[src/sv/pafa_pkg.sv]
// Shared types and constants for the paged arena first-fit allocator.
// No dependencies; the interfaces, core, config registers and adder import this package.
package pafa_pkg;

    localparam int HEAPS_DEF     = 8;
    localparam int MAX_PAGES_DEF = 16;

    localparam int OP_W    = 2;
    localparam int HEAP_W  = 3;
    localparam int SIZE_W  = 32;
    localparam int PAGE_W  = 4;
    localparam int OFS_W   = 34;
    localparam int GRAN_W  = 33;
    localparam int PSIZE_W = 34;
    localparam int TOTAL_W = 48;
    localparam int ALIGN_W = 5;
    localparam int BMIN_W  = 34;
    localparam int MASK_W  = 8;
    localparam int ADD_W   = 48;
    localparam int CFG_AW  = 5;
    localparam int CFG_DW  = 64;

    localparam logic [OP_W-1:0] OP_ALLOC     = 2'd0;
    localparam logic [OP_W-1:0] OP_CLEAR     = 2'd1;
    localparam logic [OP_W-1:0] OP_CLEAR_ALL = 2'd2;

    localparam logic [1:0] REG_ALIGN  = 2'd0;
    localparam logic [1:0] REG_BMIN   = 2'd1;
    localparam logic [1:0] REG_DLMASK = 2'd2;

    localparam logic [ALIGN_W-1:0] ALIGN_RST  = 5'd8;
    localparam logic [BMIN_W-1:0]  BMIN_RST   = 34'd2560;
    localparam logic [MASK_W-1:0]  DLMASK_RST = 8'hFF;

    typedef struct packed {
        logic [ALIGN_W-1:0] align_log2;
        logic [BMIN_W-1:0]  block_min;
        logic [MASK_W-1:0]  dl_mask;
    } t_cfg;

    typedef struct packed {
        logic               status;
        logic [PAGE_W-1:0]  page;
        logic [OFS_W-1:0]   offset;
        logic [GRAN_W-1:0]  granted_size;
        logic               new_page;
        logic [PSIZE_W-1:0] page_size;
        logic [TOTAL_W-1:0] heap_bytes;
    } t_rsp;

    typedef enum logic [2:0] {
        ST_IDLE,
        ST_SCAN,
        ST_NEWPG,
        ST_COMMIT,
        ST_TOTAL,
        ST_CLEAR,
        ST_RESULT
    } t_state;

endpackage

[src/sv/pafa_add_unit.sv]
// Shared 48-bit adder with compare: sum = a + b, le = (a + b) <= c.
// Used for the fit test, page size floor, head bump and total update.
module pafa_add_unit (
    input  logic [pafa_pkg::ADD_W-1:0] i_a,
    input  logic [pafa_pkg::ADD_W-1:0] i_b,
    input  logic [pafa_pkg::ADD_W-1:0] i_c,
    output logic [pafa_pkg::ADD_W:0]   o_sum,
    output logic                       o_le
);
    import pafa_pkg::*;

    assign o_sum = {1'b0, i_a} + {1'b0, i_b};
    assign o_le  = o_sum <= {1'b0, i_c};

endmodule
[config.mk]
export PLATFORM = sky130hd
export DESIGN_NAME = pafa_add_unit
export DESIGN_NICKNAME = d
export VERILOG_FILES = /design/src/sv/pafa_pkg.sv /design/src/sv/pafa_add_unit.sv
export SDC_FILE = /design/constraint.sdc
export NUM_CORES = 1
export LEC_CHECK = 0
export BUFFER_PORTS_ARGS = -buffer_cell sky130_fd_sc_hd__buf_4
export CAP_MARGIN = 10
export CORE_MARGIN = 1.5
export CORE_UTILIZATION = 42
export DETAILED_ROUTE_END_ITERATION = 10
export PLACE_DENSITY = 0.74
export SYNTH_ARGS = -nofsm -noshare
export SYNTH_HDL_FRONTEND = slang
export SYNTH_SLANG_ARGS = --single-unit
[constraint.sdc]
create_clock -name vclk -period 5.8
set_input_delay 0.58 -clock vclk [all_inputs]
set_output_delay 0.58 -clock vclk [all_outputs]
set_load 0.01 [all_outputs]
Word level (Yosys, flattened, before mapping). Index checks and enable logic that the tools add are counted.

Bits in registers: 0. Bits of input ports: 144. Output and inout port bits: 50.

Add/sub/neg operators: 1. $lt $le $gt $ge: 1.

Operators with widths (number): adder 48 x 48 -> 49 bit (1); <= comparator 49 x 48 -> 1 bit (1).

Longest topological paths before layout.
Word-level depth: 2. Depth in mapped cells: 21. Mapped depth without buffers: 20.

Worst setup path before layout. Ideal clock, no wire load.

Path type: input port to output port. Start: in i_a[0] (netlist bit). End: out o_le. Data arrival time: 4218 ps. Data required time: 5220 ps. Setup slack: 1002 ps. Stages on the path: 20. Cell sequence: ha_1 > inv_1 > fa_1 > nor2b_1 > o31ai_2 > a41oi_1 > a221o_1 > a21oi_4 > o31ai_4 > a21oi_4 > o31ai_4 > xor2_1 > ha_1 > a21o_1 > a21o_1 > a21oi_1 > o21ai_0 > nor4_1 > a21oi_1 > nor2_1.

Cells in the longest elaborated chain, start to end: 2.

Ends and longest elaborated chain: start: declaration (RTL line pafa_add_unit.sv:4) `input logic [pafa_pkg::ADD_W-1:0] i_a,`; adder 48 x 48 -> 49 bit (RTL line pafa_add_unit.sv:12) `assign o_sum = {1'b0, i_a} + {1'b0, i_b};`; net o_sum, one bit (RTL line pafa_add_unit.sv:7) `output logic [pafa_pkg::ADD_W:0] o_sum,`; <= comparator 49 x 48 -> 1 bit (RTL line pafa_add_unit.sv:13) `assign o_le = o_sum <= {1'b0, i_c};`; end: declaration (RTL line pafa_add_unit.sv:8) `output logic o_le`.

The timed path passes the listed nets, and every way through them passes these cells.

Worst setup path in the final report.
Start: in i_a[0] (netlist bit). End: out o_le.

Cells in the longest elaborated chain, start to end: 2.

Ends and longest elaborated chain (RTL line): adder 48 x 48 -> 49 bit (pafa_add_unit.sv:12); <= comparator 49 x 48 -> 1 bit (pafa_add_unit.sv:13).

No other way between the ends.

==> flow_summary_export.csv <==
group,metric,value,unit
floorplan,io_pins,194,
cts,ctsHoldBuffers,0,
finish,clkbuf_count,0,
run_status,status,"finished clean",
setup_path,crit_path_top_delay_cell,"fa_1",
placement,port_buffers,194,
sta,finalMaxSlewViolations,0,
sta,hold_slack,1.49,ns
yosys,yosys_warnings,0,
sta,fin_ws,0.461,ns
grt,gr-usage-met1,0.329,
yosys,syn_area,3910,µm²
sta,slew_headroom,0.609,
finish,drive_above_1_share,0.298,
yosys,synth_area_leaders,"ha_1, a21o_1, a21oi_1",
drt,dr.pass1.iters,4,
power_and_ir_drop,ir_drop,0.0744,mV
grt,met3_usage,0.00914,
yosys,yosysSeqAreaShare,0,
cts,cts_resized,0,
grt,grt_max_degree,9,
placement,gp_congestion,0.878,
floorplan,coreArea,9150,µm²
grt,track_usage,0.241,
setup_path,path_max_fanout,5,
finish,final_cell_mix,"buf_4, ha_1, inv_1, a21oi_1, a21o_1",
grt,grt_pass1_wl,20200,µm
sta,hold_violations,0,
placement,post-place-ws,0.493,ns
run,cap_violations,0,
finish,fin_area,5450,µm²
drt,vias,4614,
sta,period_needed,5.34,ns
yosys,synth_top_area_cell,"ha_1",
finish,seq_cells,0,
setup_path,cp_cell_sequence,"buf_4 -> ha_1 -> inv_1 -> fa_1 -> nor2b_1 -> o31ai_2 -> a41oi_1 -> a221o_1 -> a21oi_4 -> o31ai_4 -> a21oi_4 -> o31ai_4 -> xor2_1 -> ha_1 -> a21o_1 -> a21o_1 -> a21oi_1 -> o21ai_0 -> nor4_1 -> a21oi_1 -> nor2_1 -> buf_4",
setup_path,worstPathArrival,4.76,ns
grt,grtUsageMet2,0.437,
yosys,synth_top_area_frac,0.307,
power_and_ir_drop,power_leakage,3.02,nW
finish,fill_cells,872,
floorplan,rows,35,
grt,antenna_found_initial,0,
finish,layout_commonest_cell,"buf_4",
floorplan,start_util,0.427,
finish,area_growth,39.3,%
floorplan,die-height,99.5,µm
sta,fin_crit_sh,0.921,
drt,wl_per_cell,15.0,µm
setup_path,cp.required,5.22,ns
cts,post_cts.repair.setup_buffers,0,
drt,drc,0,
drt,ant_nets,0,
placement,hpwl,11200,µm
finish,diodes,0,
sta,tightest_slew,0.580,ns
drt,drt-initial-drc-count,136,
setup_path,cp_slowest_stage_delay,0.40,ns
yosys,syn_avg_cell_area,7.23,µm²
power_and_ir_drop,powerDensity,143,nW/µm²
yosys,synthCells,541,
sta,tns,0,ns
finish,seq_area,0,µm²
drt,totalWireLength,12500,µm
floorplan,die_area,9900,µm²
sta,rsz0062_at_grt,"no",
grt,grt_pass1_vias,4383,
setup_path,critPathKind,"in -> out",
grt,top_usage_layer,"met2",
min_path,worstHoldPathType,"in -> out",
yosys,synth_nets,782,
sta,fmax,187,MHz
drt,viasPerCell,5.51,
setup_path,cp-start-kind,"primary input",
grt,grt-ovfl-total,0,
floorplan,die_x,99.5,µm
setup_path,cp-end-kind,"output port",
finish,layout.nets,969,
yosys,ys_types,60,
placement,dpl-instance-area,5450,µm²
sta,setup_viol,0,
==> per-stage QoR <==
step	instances	power [mW]	utilization
after CTS	837	0.777	0.595
after global routing	837	0.858	0.595
after floorplan	541	0.471	-
after detailed placement	837	0.772	0.595
after global placement	837	0.761	0.595
final	837	0.781	0.595
==> Yosys cell counts, drive strengths merged, types with 7 or more instances <==
cell type	instances
o21ai	27
inv	67
nor2	33
nand3	9
xnor2	31
nor3	9
nand4	19
ha	96
a21o	41
and3	7
nand2	34
o31ai	7
xor2	13
a21oi	63
o21bai	10
nor2b	8
==> path summary, 6_finish.rpt <==
check | from | endpoint | slack (ns) | cells past startpoint
worst max-delay path | i_a[0] | o_le | 0.46 | 22
worst min-delay path | i_b[0] | o_sum[0] | 1.49 | 3
==> worst max-delay path: cells and delay by family <==
family / cells / cell delay, ns
AND/OR/NAND/NOR: 3 / 0.60
buffers and inverters: 3 / 0.27
adder cells (fa/ha/maj): 3 / 0.85
XOR/XNOR: 1 / 0.24
AO/OA/AOI/OAI: 12 / 2.20
==> final cells by class <==
class	count	area, µm²	share of cell area
inverter	67	251	0.0461
multi-input combinational	464	3600	0.660
tap	111	139	0.0255
timing repair buffer	195	1460	0.269
==> where the power goes <==
group          internal, mW  total (mW)  switching, mW  leakage [nW]
clock                     0           0              0             0
sequential                0           0              0             0
combinational         0.378       0.781          0.403          3.02
==> metal layers <==
layer  vias up  wire (µm)
li1       2350          -
met1      2103       5840
met2       150       6060
met3        11        536
met4         0        107
met5         -          0
==> logic make-up after synthesis <==
logic type,Yosys count,share of synthesized area
AOI/OAI and AO/OA,185,0.332
xor gates and xnor gates,44,0.0985
buffers and inverters,77,0.0806
adders and majority gates,97,0.312
and+or+nand+nor,138,0.176
No activity file was read; power rests on OpenSTA's default activity.
