[src/sv/pafa_pkg.sv]
// Shared types and constants for the paged arena first-fit allocator.
// No dependencies; the interfaces, core, config registers and adder import this package.
package pafa_pkg;

    localparam int HEAPS_DEF     = 8;
    localparam int MAX_PAGES_DEF = 16;

    localparam int OP_W    = 2;
    localparam int HEAP_W  = 3;
    localparam int SIZE_W  = 32;
    localparam int PAGE_W  = 4;
    localparam int OFS_W   = 34;
    localparam int GRAN_W  = 33;
    localparam int PSIZE_W = 34;
    localparam int TOTAL_W = 48;
    localparam int ALIGN_W = 5;
    localparam int BMIN_W  = 34;
    localparam int MASK_W  = 8;
    localparam int ADD_W   = 48;
    localparam int CFG_AW  = 5;
    localparam int CFG_DW  = 64;

    localparam logic [OP_W-1:0] OP_ALLOC     = 2'd0;
    localparam logic [OP_W-1:0] OP_CLEAR     = 2'd1;
    localparam logic [OP_W-1:0] OP_CLEAR_ALL = 2'd2;

    localparam logic [1:0] REG_ALIGN  = 2'd0;
    localparam logic [1:0] REG_BMIN   = 2'd1;
    localparam logic [1:0] REG_DLMASK = 2'd2;

    localparam logic [ALIGN_W-1:0] ALIGN_RST  = 5'd8;
    localparam logic [BMIN_W-1:0]  BMIN_RST   = 34'd2560;
    localparam logic [MASK_W-1:0]  DLMASK_RST = 8'hFF;

    typedef struct packed {
        logic [ALIGN_W-1:0] align_log2;
        logic [BMIN_W-1:0]  block_min;
        logic [MASK_W-1:0]  dl_mask;
    } t_cfg;

    typedef struct packed {
        logic               status;
        logic [PAGE_W-1:0]  page;
        logic [OFS_W-1:0]   offset;
        logic [GRAN_W-1:0]  granted_size;
        logic               new_page;
        logic [PSIZE_W-1:0] page_size;
        logic [TOTAL_W-1:0] heap_bytes;
    } t_rsp;

    typedef enum logic [2:0] {
        ST_IDLE,
        ST_SCAN,
        ST_NEWPG,
        ST_COMMIT,
        ST_TOTAL,
        ST_CLEAR,
        ST_RESULT
    } t_state;

endpackage

[src/sv/pafa_cfg_regs.sv]
// APB-style configuration registers: alignment, minimum page size, heap mask.
// Depends on pafa_pkg.
module pafa_cfg_regs (
    input  logic                         i_clk,
    input  logic                         i_rst_n,
    input  logic                         psel,
    input  logic                         penable,
    input  logic                         pwrite,
    input  logic [pafa_pkg::CFG_AW-1:0]  paddr,
    input  logic [pafa_pkg::CFG_DW-1:0]  pwdata,
    output logic [pafa_pkg::CFG_DW-1:0]  prdata,
    output logic                         pready,
    output pafa_pkg::t_cfg               o_cfg
);
    import pafa_pkg::*;

    t_cfg       r_cfg;
    logic       wr_en;
    logic [1:0] reg_idx;

    assign pready  = 1'b1;
    assign wr_en   = psel && penable && pwrite;
    assign reg_idx = paddr[4:3];
    assign o_cfg   = r_cfg;

    always_ff @(posedge i_clk) begin
        if (!i_rst_n) begin
            r_cfg.align_log2 <= ALIGN_RST;
            r_cfg.block_min  <= BMIN_RST;
            r_cfg.dl_mask    <= DLMASK_RST;
        end else if (wr_en) begin
            unique case (reg_idx)
                REG_ALIGN:  r_cfg.align_log2 <= pwdata[ALIGN_W-1:0];
                REG_BMIN:   r_cfg.block_min  <= pwdata[BMIN_W-1:0];
                REG_DLMASK: r_cfg.dl_mask    <= pwdata[MASK_W-1:0];
                default: begin
                end
            endcase
        end
    end

    always_comb begin
        unique case (reg_idx)
            REG_ALIGN:  prdata = CFG_DW'(r_cfg.align_log2);
            REG_BMIN:   prdata = CFG_DW'(r_cfg.block_min);
            REG_DLMASK: prdata = CFG_DW'(r_cfg.dl_mask);
            default:    prdata = '0;
        endcase
    end

endmodule

[config.mk]
export PLATFORM = sky130hd
export DESIGN_NAME = pafa_cfg_regs
export DESIGN_NICKNAME = d
export VERILOG_FILES = /design/src/sv/pafa_pkg.sv /design/src/sv/pafa_cfg_regs.sv
export SDC_FILE = /design/constraint.sdc
export NUM_CORES = 1
export LEC_CHECK = 0
export BUFFER_PORTS_ARGS = -buffer_cell sky130_fd_sc_hd__buf_2
export CAP_MARGIN = 20
export CORE_ASPECT_RATIO = 1.25
export CORE_MARGIN = 2
export CORE_UTILIZATION = 43
export CTS_CLUSTER_DIAMETER = 60
export CTS_CLUSTER_SIZE = 14
export DETAILED_ROUTE_END_ITERATION = 8
export GPL_TIMING_DRIVEN = 1
export PLACE_DENSITY = 0.95
export SETUP_SLACK_MARGIN = 0.02
export SYNTH_ARGS = -nofsm -noshare
export SYNTH_HDL_FRONTEND = slang
export SYNTH_SLANG_ARGS = --single-unit
[constraint.sdc]
create_clock -name i_clk -period 3.06 [get_ports i_clk]
set_clock_uncertainty 0.05 [all_clocks]
set_input_delay 0.459 -clock i_clk [delete_from_list [all_inputs] [get_ports i_clk]]
set_output_delay 0.459 -clock i_clk [all_outputs]
set_load 0.02 [all_outputs]
======== Yosys cells after proc, flatten, opt, wreduce, memory -nomap -nowiden ========
Cells that the tools add are included.
storage, ports and cells
  bits of input ports ..................... 74
  register bits after elaboration ......... 47
operators by class
  reduce and logical (&&, ||, !) cells .... 6
  muxes and demuxes ....................... 1
  equality and inequality tests ........... 2
operators with widths
  cell                                                              number
  34-bit one-hot mux with 3 select lines                            1
  2-bit AND reduction                                               3
  2-bit by 1-bit == test with 1-bit output (second input constant)  1
  2-bit == test (second input constant)                             1
  1-bit logical AND                                                 2
  2-bit logical NOT                                                 1

======== Longest topological paths before layout ========
  depth after elaboration ................. 3
  gate-level depth with buffers ........... 6
  depth with buffers taken out ............ 3

======== Worst setup path after synthesis ========
No wires, ideal clock.
  kind .................................... input to output
  from .................................... input port paddr[3] (netlist name)
  to ...................................... output port prdata[0] (netlist name)
  setup slack ............................. 1.284 ns
  stages on the path ...................... 6
  arrival time ............................ 1.267 ns
  cells stage by stage .................... buf_6 nor2b_1 buf_2 buf_4 nand2_1 o21ai_0
on the way
  cells in the longest elaborated chain, start to end .. 2
RTL lines
  element                                      RTL line             text
  from (decl)                                  pafa_cfg_regs.sv:9   input logic [pafa_pkg::CFG_AW-1:0] paddr,
  2-bit == test, or another cell as far along  pafa_cfg_regs.sv:43  unique case (reg_idx)
  34-bit one-hot mux with 3 select lines *     pafa_cfg_regs.sv:43
  to (decl)                                    pafa_cfg_regs.sv:11  output logic [pafa_pkg::CFG_DW-1:0] prdata,
Mark *: on every way between the ends. The rest lies on a longest branch, timed or not.

======== Final worst setup path ========
  from .................................... input port paddr[3] (netlist name)
  to ...................................... output port prdata[7] (netlist name)
Same word-level chain as after synthesis.

==> parameters.txt <==
Parameter                              Value

Final layout
  Largest register FFs    47
  Number of fillers in the final layout    496
  Most frequent cells in the layout    buf_2, nand2_1, dfxtp_1
  Synthesis-to-layout area growth    20.9%
  Final non-filler cell total    approximately 460
  Share of layout cells above drive strength 1    33.7%
  Register Area    941 sq um
  Diodes inserted    0
  Most common cell after layout, fill and taps aside    buf_2
  Layout Nets    approximately 470
  Multi-input logic area    around 1200 sq um

Power and ir drop
  Lkg Pwr    1.59 nW
  Total power divided by cell area    390 nW/um^2
  Peak ir drop on the vdd network    ~0.18 mV

Synthesis
  Synth Cell Area    2480 sq um
  Count of unique library cells instantiated by Yosys    22
  Number of flops mapped to enable cells by yosys    0
  Gate Count Post-Synth    289
  Proportion of synthesized flip-flops having asynchronous set or reset    0%
  Mean post-synth cell area    8.57 sq um
  Flip-flop cell with the highest count after synthesis    dfxtp_1
  Number of register bits inferred by synthesis    47
  Count of warnings emitted by yosys    0
  Sequential-to-total area share from yosys stat    between 30% and 40%

Placed design
  Placer's final routability congestion estimate    ~0.75
  Placed Cells incl. Taps    around 460
  IO Port Bufs    121
  Detailed-placement wirelength estimate    approximately 4400 um
  Worst slack at placement    between 600 and 700 ps

Detailed routing
  DRC violations left    0
  Wire length per cell    between 10 and 15 um
  Vias per cell    4.79
  Routed vias    2213
  Antenna-violating nets left    0
  Number of design-rule violations left by the first detailed-router iteration    78
  Final Routed Wirelength    approximately 5800 um
  Pre-antenna DRT Iters    4

Critical path
  Required @ worst endpoint    about 2600 ps
  Worst setup SP type    primary input
  Startpoint of the worst setup timing path    paddr[3]
  Critical Setup Path Class    in -> out
  Worst r2r src    o_cfg[3]
  Max FO, Critical Path    32
  Critical Path Sink Type    primary output
  Endpoint arrival time on the critical path    1670 ps

Timing
  Final Slew Violations    0
  Setup repair after global routing missed its margin    no
  Worst slew margin relative to its limit    a little under three fifths
  Slew at the pin closest to its max-slew limit    655 ps
  Worst-case setup margin in the final layout    878 ps
  Shortest clock period the worst path allows after layout    2180 ps
  Total negative slack    0 ps
  Share of the clock period used by the worst path after layout    71.3%
  Endpoints failing hold    0
  Final-report setup violation count    0
  Top achievable clock speed    0.458 GHz

Global route
  Aggregate global routing overflow    0
  GRT Total Usage    around 18%
  Via count of the first global-routing pass    a little under 2000
  Antenna violations before repair    0
  Maximum number of pins on one net before global-route repair    40
  Global-route wire length before repair    8890 um

Clock network
  Post-CTS setup buffers    0
  CTS H-tree lvls    2
  CTS tree    yes
  Cells resized by post-CTS repair    0
  Buffers from clock root to sink, at most    2
  Clock root cell    clkbuf_8
  Number of buffers created by CTS    5
  Sinks on the clock net    47
  Source-to-sink clock delay at the later pin of the worst-skew pair    290 ps
  Clock transition at the registers of the reported paths    80 ps
  Hold Buf Count CTS    0

Die
  Effective utilization at floorplan    45.2%
  Floorplan die width    71.9 um
  Placement row count    30
  Total Die Area    6380 sq um
  Height of the die    88.8 um
  Number of placed I/O pins    186
  Std-Cell Core Area    5480 sq um

Worst hold path
  HP Start    pwdata[13]
  Path class of the lowest-slack min-delay path    in -> reg

Outcome
  Status    finished clean

Run
  Number of max-cap violations    0
[worst paths after layout]
kind	end	slack (ps)	cells past startpoint
setup / recovery	prdata[7]	880	4
hold reg to reg	o_cfg[27]	420	2
setup reg to reg	o_cfg[3]	2240	3
hold / removal	o_cfg[21]	360	3
[metal layers]
| layer | wire [um] | vias to the layer above | global-route usage [%] |
|---|---|---|---|
| met4 | 37 | 0 | 4.46 |
| met3 | 399 | 6 | 4.10 |
| met2 | 3180 | 112 | 33.7 |
| met5 | 0 | - | 0 |
| li1 | - | 1076 | - |
| met1 | 2150 | 1019 | 19.6 |
[synth_stat cells, types with 4 or more instances]
| cell type | count | area, sq um |
|---|---|---|
| and2_1 | 27 | 169 |
| buf_12 | 4 | 80.1 |
| buf_4 | 33 | 248 |
| clkbuf_1 | 11 | 41.3 |
| dfxtp_1 | 47 | 941 |
| inv_1 | 9 | 33.8 |
| mux2i_1 | 42 | 420 |
| nand2_1 | 74 | 278 |
| nand3_1 | 9 | 45.0 |
| o211ai_1 | 9 | 67.6 |
| o21ai_0 | 5 | 25.0 |
[per-stage QoR]
stage | hold slack [ps] | total power [mW] | cell area (sq um) | utilization [%]
after global routing | 355 | 1.23 | 2990 | 54.6
after floorplan | 491 | 0.792 | 2580 | -
final | 360 | 1.17 | 2990 | 54.6
after global placement | 400 | 0.811 | 2910 | 53.0
after detailed placement | 407 | 0.816 | 2910 | 53.0
after CTS | 346 | 1.19 | 2990 | 54.6
[worst max-delay path, stage by stage]
cell and delay, ps:
buf_2 220, nor2b_4 580, a22o_1 240, buf_2 170
[logic make-up after synthesis]
| logic type | Yosys count | synth area share (%) |
|---|---|---|
| mux | 42 | 17.0 |
| simple gates | 118 | 22.2 |
| buf+inv | 61 | 17.3 |
| flops | 47 | 38.0 |
| compound gates | 19 | 5.20 |
| other cells | 2 | 0.303 |
[power breakdown]
| part | internal [mW] | switching (mW) |
|---|---|---|
| sequential | 0.620 | 0.00633 |
| combinational | 0.0545 | 0.120 |
| clock | 0.177 | 0.189 |
[cell type report]
class	instances	area share [%]
Tap cell	64	2.68
Sequential cell	47	31.4
Timing Repair Buffer	125	21.2
Clock inverter	1	0.167
Inverter	9	1.13
Clock buffer	6	2.76
Multi-Input combinational cell	210	40.6
Power figures use the tool's default switching activity.
